===== config.mk =====
export PLATFORM = sky130hd
export DESIGN_NAME = etr_front_flat
export DESIGN_NICKNAME = d
export VERILOG_FILES = /design/src/etr_pkg.sv /design/src/etr_if.sv /design/src/etr_front.sv /design/src/flat_wrapper.sv
export SDC_FILE = /design/constraint.sdc
export NUM_CORES = 1
export LEC_CHECK = 0
export BUFFER_PORTS_ARGS = -buffer_cell sky130_fd_sc_hd__buf_2
export CORE_ASPECT_RATIO = 0.5
export CORE_MARGIN = 4
export CORE_UTILIZATION = 52
export CTS_CLUSTER_DIAMETER = 150
export DETAILED_ROUTE_END_ITERATION = 10
export PLACE_DENSITY = 0.87
export SLEW_MARGIN = 20
export SYNTH_ARGS = -nofsm -noshare
export SYNTH_HDL_FRONTEND = slang
export SYNTH_SLANG_ARGS = --single-unit

===== constraint.sdc =====
create_clock -name clk_i -period 6.8 [get_ports clk_i]
set_input_delay 0.34 -clock clk_i [delete_from_list [all_inputs] [get_ports clk_i]]
set_output_delay 0.34 -clock clk_i [all_outputs]
set_load 0.03 [all_outputs]

===== src/etr_pkg.sv =====
// ----------------------------------------------------------------------------
// etr_pkg
// shared types and codes of the execution trace recorder
// ----------------------------------------------------------------------------
package etr_pkg;

  localparam int unsigned ID_W     = 12;
  localparam int unsigned SLOT_W   = 15;
  localparam int unsigned MAX_SUCC = 255;

  typedef enum logic [1:0] {
    REQ_VALUE = 2'd0,
    REQ_FLAG  = 2'd1,
    REQ_EDGE  = 2'd2,
    REQ_NONE  = 2'd3
  } req_e;

  typedef enum logic [1:0] {
    ST_NO_PREV  = 2'd0,
    ST_RECORDED = 2'd1,
    ST_PRESENT  = 2'd2,
    ST_NO_SLOT  = 2'd3
  } edge_status_e;

  typedef enum logic [2:0] {
    BK_CLEAR,
    BK_IDLE,
    BK_READ,
    BK_EXEC,
    BK_WALK_RD,
    BK_WALK_CHK,
    BK_WRITE,
    BK_OUT
  } bk_state_e;

  typedef struct packed {
    logic [1:0]  req_type;
    logic [11:0] entry_id;
    logic [63:0] sample_value;
    logic [14:0] slot_start;
    logic [7:0]  succ_count;
  } req_t;

  typedef struct packed {
    logic [63:0] min_seen;
    logic [63:0] max_seen;
    logic [63:0] flag_bits;
    logic [31:0] order_stamp;
    logic [31:0] event_count;
    logic [1:0]  edge_status;
  } rsp_t;

endpackage


===== src/etr_if.sv =====
// ----------------------------------------------------------------------------
// etr_req_if / etr_rsp_if
// valid/ready channels for events and results
// ----------------------------------------------------------------------------
interface etr_req_if;
  logic          valid;
  logic          ready;
  etr_pkg::req_t payload;
  modport source (output valid, output payload, input ready);
  modport sink (input valid, input payload, output ready);
endinterface



===== src/etr_front.sv =====
// ----------------------------------------------------------------------------
// etr_front
// accepts events, clips the id and saturates the range, two-entry queue
// ----------------------------------------------------------------------------
module etr_front (
  input  logic            clk_i,
  input  logic            rst_ni,
  etr_req_if.sink         req,
  output logic            q_valid_o,
  input  logic            q_pop_i,
  output etr_pkg::req_t   q_head_o
);
  etr_pkg::req_t buf_q [2];
  logic          wr_ptr_q, rd_ptr_q;
  logic [1:0]    cnt_q;
  etr_pkg::req_t cls;
  logic          push;

  localparam int unsigned SATW = (etr_pkg::MAX_SUCC > 255) ? 255 : etr_pkg::MAX_SUCC;
  localparam logic [11:0] ID_MASK = 12'((1 << etr_pkg::ID_W) - 1);

  always_comb begin
    cls = req.payload;
    cls.entry_id = req.payload.entry_id & ID_MASK;
    if (req.payload.succ_count > 8'(SATW)) begin
      cls.succ_count = 8'(SATW);
    end
  end

  assign req.ready = (cnt_q != 2'd2);
  assign push      = req.valid && req.ready;
  assign q_valid_o = (cnt_q != 2'd0);
  assign q_head_o  = buf_q[rd_ptr_q];

  always_ff @(posedge clk_i) begin
    if (push) begin
      buf_q[wr_ptr_q] <= cls;
    end
  end

  always_ff @(posedge clk_i or negedge rst_ni) begin
    if (!rst_ni) begin
      wr_ptr_q <= 1'b0;
      rd_ptr_q <= 1'b0;
      cnt_q    <= 2'd0;
    end else begin
      if (push) wr_ptr_q <= ~wr_ptr_q;
      if (q_pop_i) rd_ptr_q <= ~rd_ptr_q;
      cnt_q <= cnt_q + 2'(push) - 2'(q_pop_i);
    end
  end

  a_no_overflow: assert property (@(posedge clk_i) disable iff (!rst_ni)
    cnt_q != 2'd3) else $error("queue count invalid");
  a_pop_valid: assert property (@(posedge clk_i) disable iff (!rst_ni)
    q_pop_i |-> q_valid_o) else $error("pop of empty queue");
  a_full_blocks: assert property (@(posedge clk_i) disable iff (!rst_ni)
    cnt_q == 2'd2 |-> !req.ready) else $error("ready while full");
endmodule


===== src/flat_wrapper.sv =====
// flat-port wrapper written by rule: the top's interface ports become plain ports
module etr_front_flat 
  (clk_i, rst_ni, q_valid_o, q_pop_i, q_head_o, req_valid, req_payload, req_ready);
  etr_req_if req_i ();
  input  logic clk_i;
  input  logic rst_ni;
  output logic q_valid_o;
  input  logic q_pop_i;
  output etr_pkg::req_t q_head_o;
  input wire logic [$bits(req_i.valid)-1:0] req_valid;
  input wire logic [$bits(req_i.payload)-1:0] req_payload;
  output wire logic [$bits(req_i.ready)-1:0] req_ready;
  assign req_i.valid = req_valid;
  assign req_i.payload = req_payload;
  assign req_ready = req_i.ready;
  etr_front u_core (.clk_i(clk_i), .rst_ni(rst_ni), .req(req_i), .q_valid_o(q_valid_o), .q_pop_i(q_pop_i), .q_head_o(q_head_o));
endmodule

==> results of run 1 <==
power by group:
| group | internal, µW | switching, µW |
|---|---|---|
| Sequential | 1740 | 141 |
| Clock | 742 | 436 |
| Combinational | 657 | 1030 |
| Total | 3140 | 1610 |
path summary, 6_finish.rpt:
check / end / start / cells after the start
setup / recovery: q_head_o[14] / u_core.rd_ptr_q / 3
hold / removal: u_core.buf_q[0][18] / req_payload[18] / 1
setup reg to reg: u_core.buf_q[0][70] / u_core.cnt_q[0] / 4
hold reg to reg: u_core.wr_ptr_q / u_core.wr_ptr_q / 1
max in group asynchronous: u_core.rd_ptr_q / rst_ni / 2
min in group asynchronous: u_core.rd_ptr_q / rst_ni / 2
stage by stage:
stage | setup WS, ns | instances | hold WS (ns) | total power (µW) | utilization
after floorplan | 1.17 | 332 | 0.0444 | 3240 | -
after global placement | 3.99 | 729 | 0.148 | 3580 | 0.619
after detailed placement | 3.92 | 729 | 0.155 | 3620 | 0.619
after CTS | 3.48 | 763 | 0.0287 | 4800 | 0.667
after global routing | 3.38 | 764 | 0.0277 | 4950 | 0.667
final | 3.54 | 764 | 0.0514 | 4740 | 0.667
final cells by class:
cell class / count / area (µm²)
multi-input cells: 114 / 1540
flip-flops and latches: 206 / 6170
fillers: 971 / 4850
well taps: 198 / 248
clock buffers: 20 / 479
inverters: 1 / 3.75
clock inverters: 13 / 219
diodes: 1 / 2.50
repair buffers: 211 / 1070
kinds of logic after synthesis:
group,count (synthesis),synth area share
DFF,206,0.790
muxes,102,0.185
buffers and inverters,12,0.0143
and+or+nand+nor,7,0.00465
xor gates and xnor gates,4,0.00449
adders and majority gates,1,0.00160
sequential cells by signal, indices dropped and copies added (netlist names):
name and flops:
u_core.wr_ptr_q 1, u_core.buf_q 202, u_core.rd_ptr_q 1, u_core.cnt_q 2
critical path, cell delays in order (launching register included):
cell and delay, ns:
sky130_fd_sc_hd__dfrtp_4 0.95, sky130_fd_sc_hd__buf_4 0.92, sky130_fd_sc_hd__mux2_4 0.36, sky130_fd_sc_hd__buf_2 0.18
layout by cell type (no fill, tap or decap), drive strengths merged:
cell type,n
and3,1
buf,210
bufinv,6
clkbuf,20
clkinv,6
dfrtp,4
diode,1
dlygate4sd3,1
edfxtp,202
ha,1
inv,2
mux2,101
mux2i,1
nand2,2
nand2b,1
nor2,1
nor2b,1
or2,1
xnor2,2
xor2,2
layer usage:
metal | global-route usage | up-vias | part of all wire
li1 | - | 1761 | -
met1 | 0.177 | 1902 | 0.36
met2 | 0.316 | 98 | 0.57
met3 | 0.0339 | 30 | 0.042
met4 | 0.0518 | 0 | 0.027
met5 | 0 | - | 0
==> results.txt, run 1 <==
For this design, the sink count on the clock tree is 206. The worst pin sits at a relative slew slack of 0.288. In the final timing run, aggregate negative setup slack is 0 ns. The total global routing track utilization came out at 0.161. Among all flip-flop cells after synthesis, the most frequent one is sky130_fd_sc_hd__edfxtp_1. Setup repair after global routing left no endpoint under its margin. The maximum root-to-sink buffer count is 3. The count of state elements after synthesis is a little over 200. The number of buffers added by the clock tree synthesis step came out at 19. For this design the static power due to leakage is approximately 0.0039 µW. For this configuration, the core starts out at a cell density of 0.535. Using the TritonRoute via totals, the vias-per-cell ratio works out to 4.96. Relative to the synthesized area, the layout overhead comes to 24.7%. The final cell area excluding filler cells came out at between 9000 and 10,000 µm².

The worst setup path is of the flop to primary output kind. The distinct cell type count after synthesis came out at 18. Sorting the synthesized cells by how often they occur yields sky130_fd_sc_hd__edfxtp_1, sky130_fd_sc_hd__mux2_4, sky130_fd_sc_hd__mux2_2.

The number of setup buffers added after CTS came out at 0. The sequential area share after synthesis came out at 0.790. The number of pins exceeding their max-slew limit in the final report is 0. CTS built an H-tree with a depth of 1.

The via count came out at ~3.8k. The number of synthesized flops with an enable pin came out at 202. The DRC violation count after routing is 0. The largest fanout of any net on the critical path came out at 55. The number of gates resized after CTS is 0. TritonCTS built the clock tree. Dividing the final minimum period by the clock period gives 0.480.

The die covers ~17,000 µm². The height of the die is between 90 and 100 µm. The average wire length per cell after detail routing is around 19 µm. The number of nets in the final layout is around 660. Clock tree synthesis selected as its root buffer the cell sky130_fd_sc_hd__clkbuf_16.

The quantity of I/O buffers inserted on ports is 207. The number of hold-slack violations in the final timing report came to 0. The register-to-register path setup slack is a little under 4 ns. The first routing iteration left 180 violations. Ranked by total cell area, the synthesized netlist is headed by sky130_fd_sc_hd__edfxtp_1, sky130_fd_sc_hd__mux2_4, sky130_fd_sc_hd__mux2_2. The maximum number of pins on one net before global-route repair came out at 68. Static timing analysis puts the maximum clock frequency at between 300 and 400 MHz.

The count of pins on the block boundary came out at approximately 210. The area share of the largest cell type after synthesis is 0.777. The total congestion overflow after global routing came out at 0.

The slew at the pin closest to its max-slew limit is approximately 1.1 ns. STA classifies the critical path endpoint as a primary output. The region available for standard cell placement spans ~15,000 µm².

After synthesis, the share of flip-flops with an asynchronous set or reset is 0.0194. The flow ran to the end, and the final reports show no timing, DRC or antenna violations. In the synthesized netlist, the number of instances is ~330. The total half-perimeter wirelength after legalization and detailed placement came out at 9590 µm. The final layout contains routed wiring with a total length of ~14,000 µm. The row count came out at 31. Yosys printed 0 warnings.

The worst supply voltage drop on vdd is ~0.00028 V. The number of detailed-routing iterations run before antenna repair is 4. A synthesized cell averages between 20 and 25 µm². The critical path data arrival time came out at approximately 2.9 ns. The first global-routing pass estimated roughly 21,000 µm of wire.

Yosys instantiated no cell more often than sky130_fd_sc_hd__edfxtp_1. Counting I/O delays and the setup requirement, the final critical path takes about 3.3 ns. The die is 181 µm wide.

The number of antenna violations at the first check in global routing is 1. The worst setup skew after layout came out at between 0.006 and 0.007 ns. In the final layout, the share of cells above drive strength 1 is 0.614. The detail route stage leaves a number of antenna-violating nets equal to 0. After clock tree synthesis, the clock-pin slew on the worst setup and hold paths is about 0.070 ns. The reported max-cap violation count came out at 0. The worst hold path belongs to the class input pin to flop.

The required time reported for the critical path endpoint came out at 6.46 ns. In this run the cell area of the synthesized design comes to approximately 7800 µm². The clock latency at the later pin of the worst-skew pair came out at 0.48 ns. The instance area at placement came out at approximately 9000 µm². At the end of routability-driven placement, the weighted congestion stood at 0.695. When the netlist entered floorplanning its net count stood at roughly 440. The total of endpoints with negative setup slack in the final report came out at 0. The synthesized design spends more area on one cell type than any other, namely sky130_fd_sc_hd__edfxtp_1. The power density over cell area is roughly 500 nW/µm². The number of global-route vias before repair came to between 4k and 5k. The count of hold-fix buffers inserted at cts is 1. The worst setup path is launched from a flop.
(Power assumes the default switching activity.)
==> run 2, diff against run 1 <==
- CORE_UTILIZATION: 52 -> 47
- PLACE_DENSITY: 0.87 -> 0.83
- clock period: 6.8 -> 2.9 ns (I/O delays scaled with it)
==> run 2 against run 1 <==
Clock power is 110% higher. Largest cell class unchanged. Combinational power grew to 2.5 times the previous value. Critical path depth stayed put. Sequential cell count stayed put. Via count is 12% higher. Worst setup slack worse by 3.0 ns. Clock skew is 0.0055 ns higher. Design area is 11% higher. Total power is 130% higher. Hold slack better by 0.019 ns. Largest power group unchanged. Die area is 9.9% higher.
==> results.txt, run 2 (synthesis gave the netlist of run 1 again) <==
The run finished with clean final reports. The worst supply voltage drop on vdd is 0.000464 V (+66%). The depth of the worst register-to-register path came to 3 (-1).

The area of the placeable core is 15,800 µm² (+8.4%). The largest fanout of any net on the critical path was 33 (-40%). The worst setup skew after layout is 0.0118 ns (+0.00552 ns). The worst setup path is launched from a flop.

The chip width came out at 190 µm (+5.0%). The average wire length per cell after detail routing was 19.2 µm (+2.3%). The max-slew headroom at the worst pin was 0.640 (+0.351).

The number of placed cells counting well taps is 756 (+3.7%). The achievable clock frequency is 420 MHz. The cell depth of the worst min-delay path came out at 3 (+2). The number of gates resized after CTS is 0 (unchanged). The worst register-to-register path begins at u_core.cnt_q[1]. The number of buffers added by the clock tree synthesis step came out at 19 (unchanged). The number of antenna diodes came out at 0 (-1). The final clock period utilization by the worst path is 0.821. The startpoint identified for the worst hold timing path is req_valid. Leaving out fill and tap cells, the most frequent cell in the layout is sky130_fd_sc_hd__buf_2. The total negative setup slack came out at 0 ns (unchanged).

The final weighted congestion in routability-driven placement is 0.733 (+5.4%). The worst setup path is captured at a primary output. Leaving out fill and tap cells, the most frequent cells in the layout are sky130_fd_sc_hd__buf_2, sky130_fd_sc_hd__edfxtp_1, sky130_fd_sc_hd__dlygate4sd3_1. The critical path is of the flop to primary output type. The number of pins exceeding their max-slew limit in the final report is 0 (unchanged). The global-route wire length before repair came out at 25,900 µm (+21%). The via count came out at 4,256 (+12%).

The die footprint came out at 18,900 µm² (+9.9%). The row count came out at 32 (+3.2%). The leakage power of the design was 0.00430 µW (+11%). In this run the worst hold path is classified as input pin to flop. The total of endpoints with negative setup slack in the final report came out at 0 (unchanged). The share of the core filled with cells is 0.681 (+0.0137). The combined area of the multi-input logic cells came out at 1540 µm² (unchanged). The count of pins on the block boundary came to 208 (unchanged).

In the final layout, the registers with the most flip-flops are u_core.buf_q (202), u_core.cnt_q (2). The biggest cell delay along the critical path is 0.78 ns (-0.17 ns). The antenna violation net count after detailed routing came to 0 (unchanged).

The starting density of the core came to 0.494 (-0.0417). The clock latency at the later pin of the worst-skew pair was 0.48 ns (about the same). The count of routing violations after the opening detailed-route iteration is 172 (-4.4%). The endpoint identified for the worst register-to-register timing path is u_core.buf_q[1][53]. The number of global-route vias before repair came out at 4,786 (+18%). The number of hold-slack violations in the final timing report is 0 (unchanged). TritonCTS built the clock tree. The DRC violation count after routing came out at 0 (unchanged). The total global routing track utilization is 0.176 (+0.0149). The cell at the root of the clock tree is sky130_fd_sc_hd__clkbuf_16. The maximum root-to-sink buffer count is 3 (unchanged). The height of the die is 99.1 µm (+4.7%).

The fraction of final layout cells with drive strength greater than 1 came to 0.516 (-0.0986). The number of vias per cell after detailed routing is 4.76 (-4.1%). Setup repair after global routing left no endpoint under its margin. The number of antenna violations at the first check in global routing came out at 0 (-1). The end of the worst hold path is u_core.wr_ptr_q. The number of flip-flops under the largest register name came out at 202 (unchanged). The register with the most flip-flops is u_core.buf_q. The reported max-cap violation count came out at 0 (unchanged). The critical path data arrival time came out at 2.24 ns (-0.68 ns).

The slew at the pin closest to its max-slew limit is 0.540 ns (-0.525 ns). The sequential cell area in the final layout came to 6170 µm² (unchanged). The number of levels the H-tree was split into came to 1 (unchanged). The number of setup buffers added after CTS is 0 (unchanged). The largest individual stage delay along the critical path comes from the cell sky130_fd_sc_hd__dfrtp_4.

The number of cells in the finished layout apart from fillers was 894 (+17%). The required time reported for the critical path endpoint is 2.76 ns (-3.70 ns). The worst path needs between 2 and 2.5 ns of the cycle, external delays included. Traced cell by cell, the critical path runs through buf_4 -> mux2_4 -> buf_2. The maximum number of pins on one net before global-route repair came to 83 (+22%). The post-route worst hold slack is 0.0706 ns (+0.0192 ns).

The number of sinks on the clock net is 206 (unchanged). The power density over cell area is 1030 nW/µm² (+110%). The register-to-register path setup slack came to 1.07 ns (-2.89 ns). The growth of design area from synthesis to finish came out at 38.0%. The quantity of I/O buffers inserted on ports came out at 207 (unchanged).

The total congestion overflow after global routing came out at 0 (unchanged). The clock edge transition at the registers on the reported setup and hold paths came out at 0.06 ns (about the same). The layout filler cell count came out at 1,002 (+3.2%). The number of nets in the final layout came out at 766 (+16%). The number of detailed-routing iterations run before antenna repair came out at 4 (unchanged). The final wirelength was 17,200 µm (+20%).
==> run 2: changes by cell type in the layout (fill, tap and decap cells not counted), sizes merged <==
| cell | previous run | this run |
|---|---|---|
| bufinv | 6 | 2 |
| clkinvlp | 0 | 1 |
| clkbuf | 20 | 23 |
| dlygate4sd3 | 1 | 104 |
| buf | 210 | 214 |
| diode | 1 | 0 |
| clkinv | 6 | 7 |
==> run 2: how the worst max path moves through the flow <==
stage | start | end | slack, ns | depth (start not counted)
final | u_core.rd_ptr_q | q_head_o[70] | 0.52 | 3
after floorplan | u_core.cnt_q[0] | u_core.buf_q[0][0] | 0.08 | 3
after CTS | u_core.rd_ptr_q | q_head_o[70] | 0.47 | 3
after detailed placement | u_core.rd_ptr_q | q_head_o[70] | 0.99 | 3
after global routing | u_core.rd_ptr_q | q_head_o[56] | 0.41 | 3
after global placement | u_core.rd_ptr_q | q_head_o[70] | 1.03 | 3
==> run 2: routing by layer <==
layer	vias up	GRT usage	part of all wire
met3	40	0.0298	0.040
li1	1977	-	-
met2	116	0.354	0.56
met1	2123	0.188	0.37
met5	-	0	0
met4	0	0.0574	0.028
==> run 2: metrics by stage <==
| step | setup WS (ns) | area [µm²] | power [µW] |
|---|---|---|---|
| 6_report | 0.518 | 10800 | 11100 |
| 5_1_grt | 0.408 | 10800 | 11500 |
| 4_1_cts | 0.473 | 10800 | 11100 |
| 3_5_place_dp | 0.991 | 9130 | 8580 |
| 3_3_place_gp | 1.03 | 9130 | 8480 |
| 2_1_floorplan | 0.0798 | 7820 | 7530 |
==> run 2: area by class of cell <==
cell class              count  share of cell area
flip-flops and latches    206               0.573
clock buffers              23              0.0455
multi-input cells         114               0.143
repair buffers            318               0.202
clock inverters            11              0.0101
well taps                 221              0.0257
inverters                   1            0.000348
==> run 2: critical path, delay by kind of cell (launching register included) <==
kind / cells / cell delay, ns
buffers and inverters: 2 / 0.62
DFF: 1 / 0.78
muxes: 1 / 0.34
==> run 2: what timing repair did <==
item / in CTS / in global routing
setup endpoints to repair: 0 / 0
hold endpoints to repair: 207 / 4
hold buffers: 103 / 1
==> run 2: report_power, final <==
part           switching, µW  internal (µW)
Sequential               296           4070
Clock                   1040           1390
Combinational           2570           1690
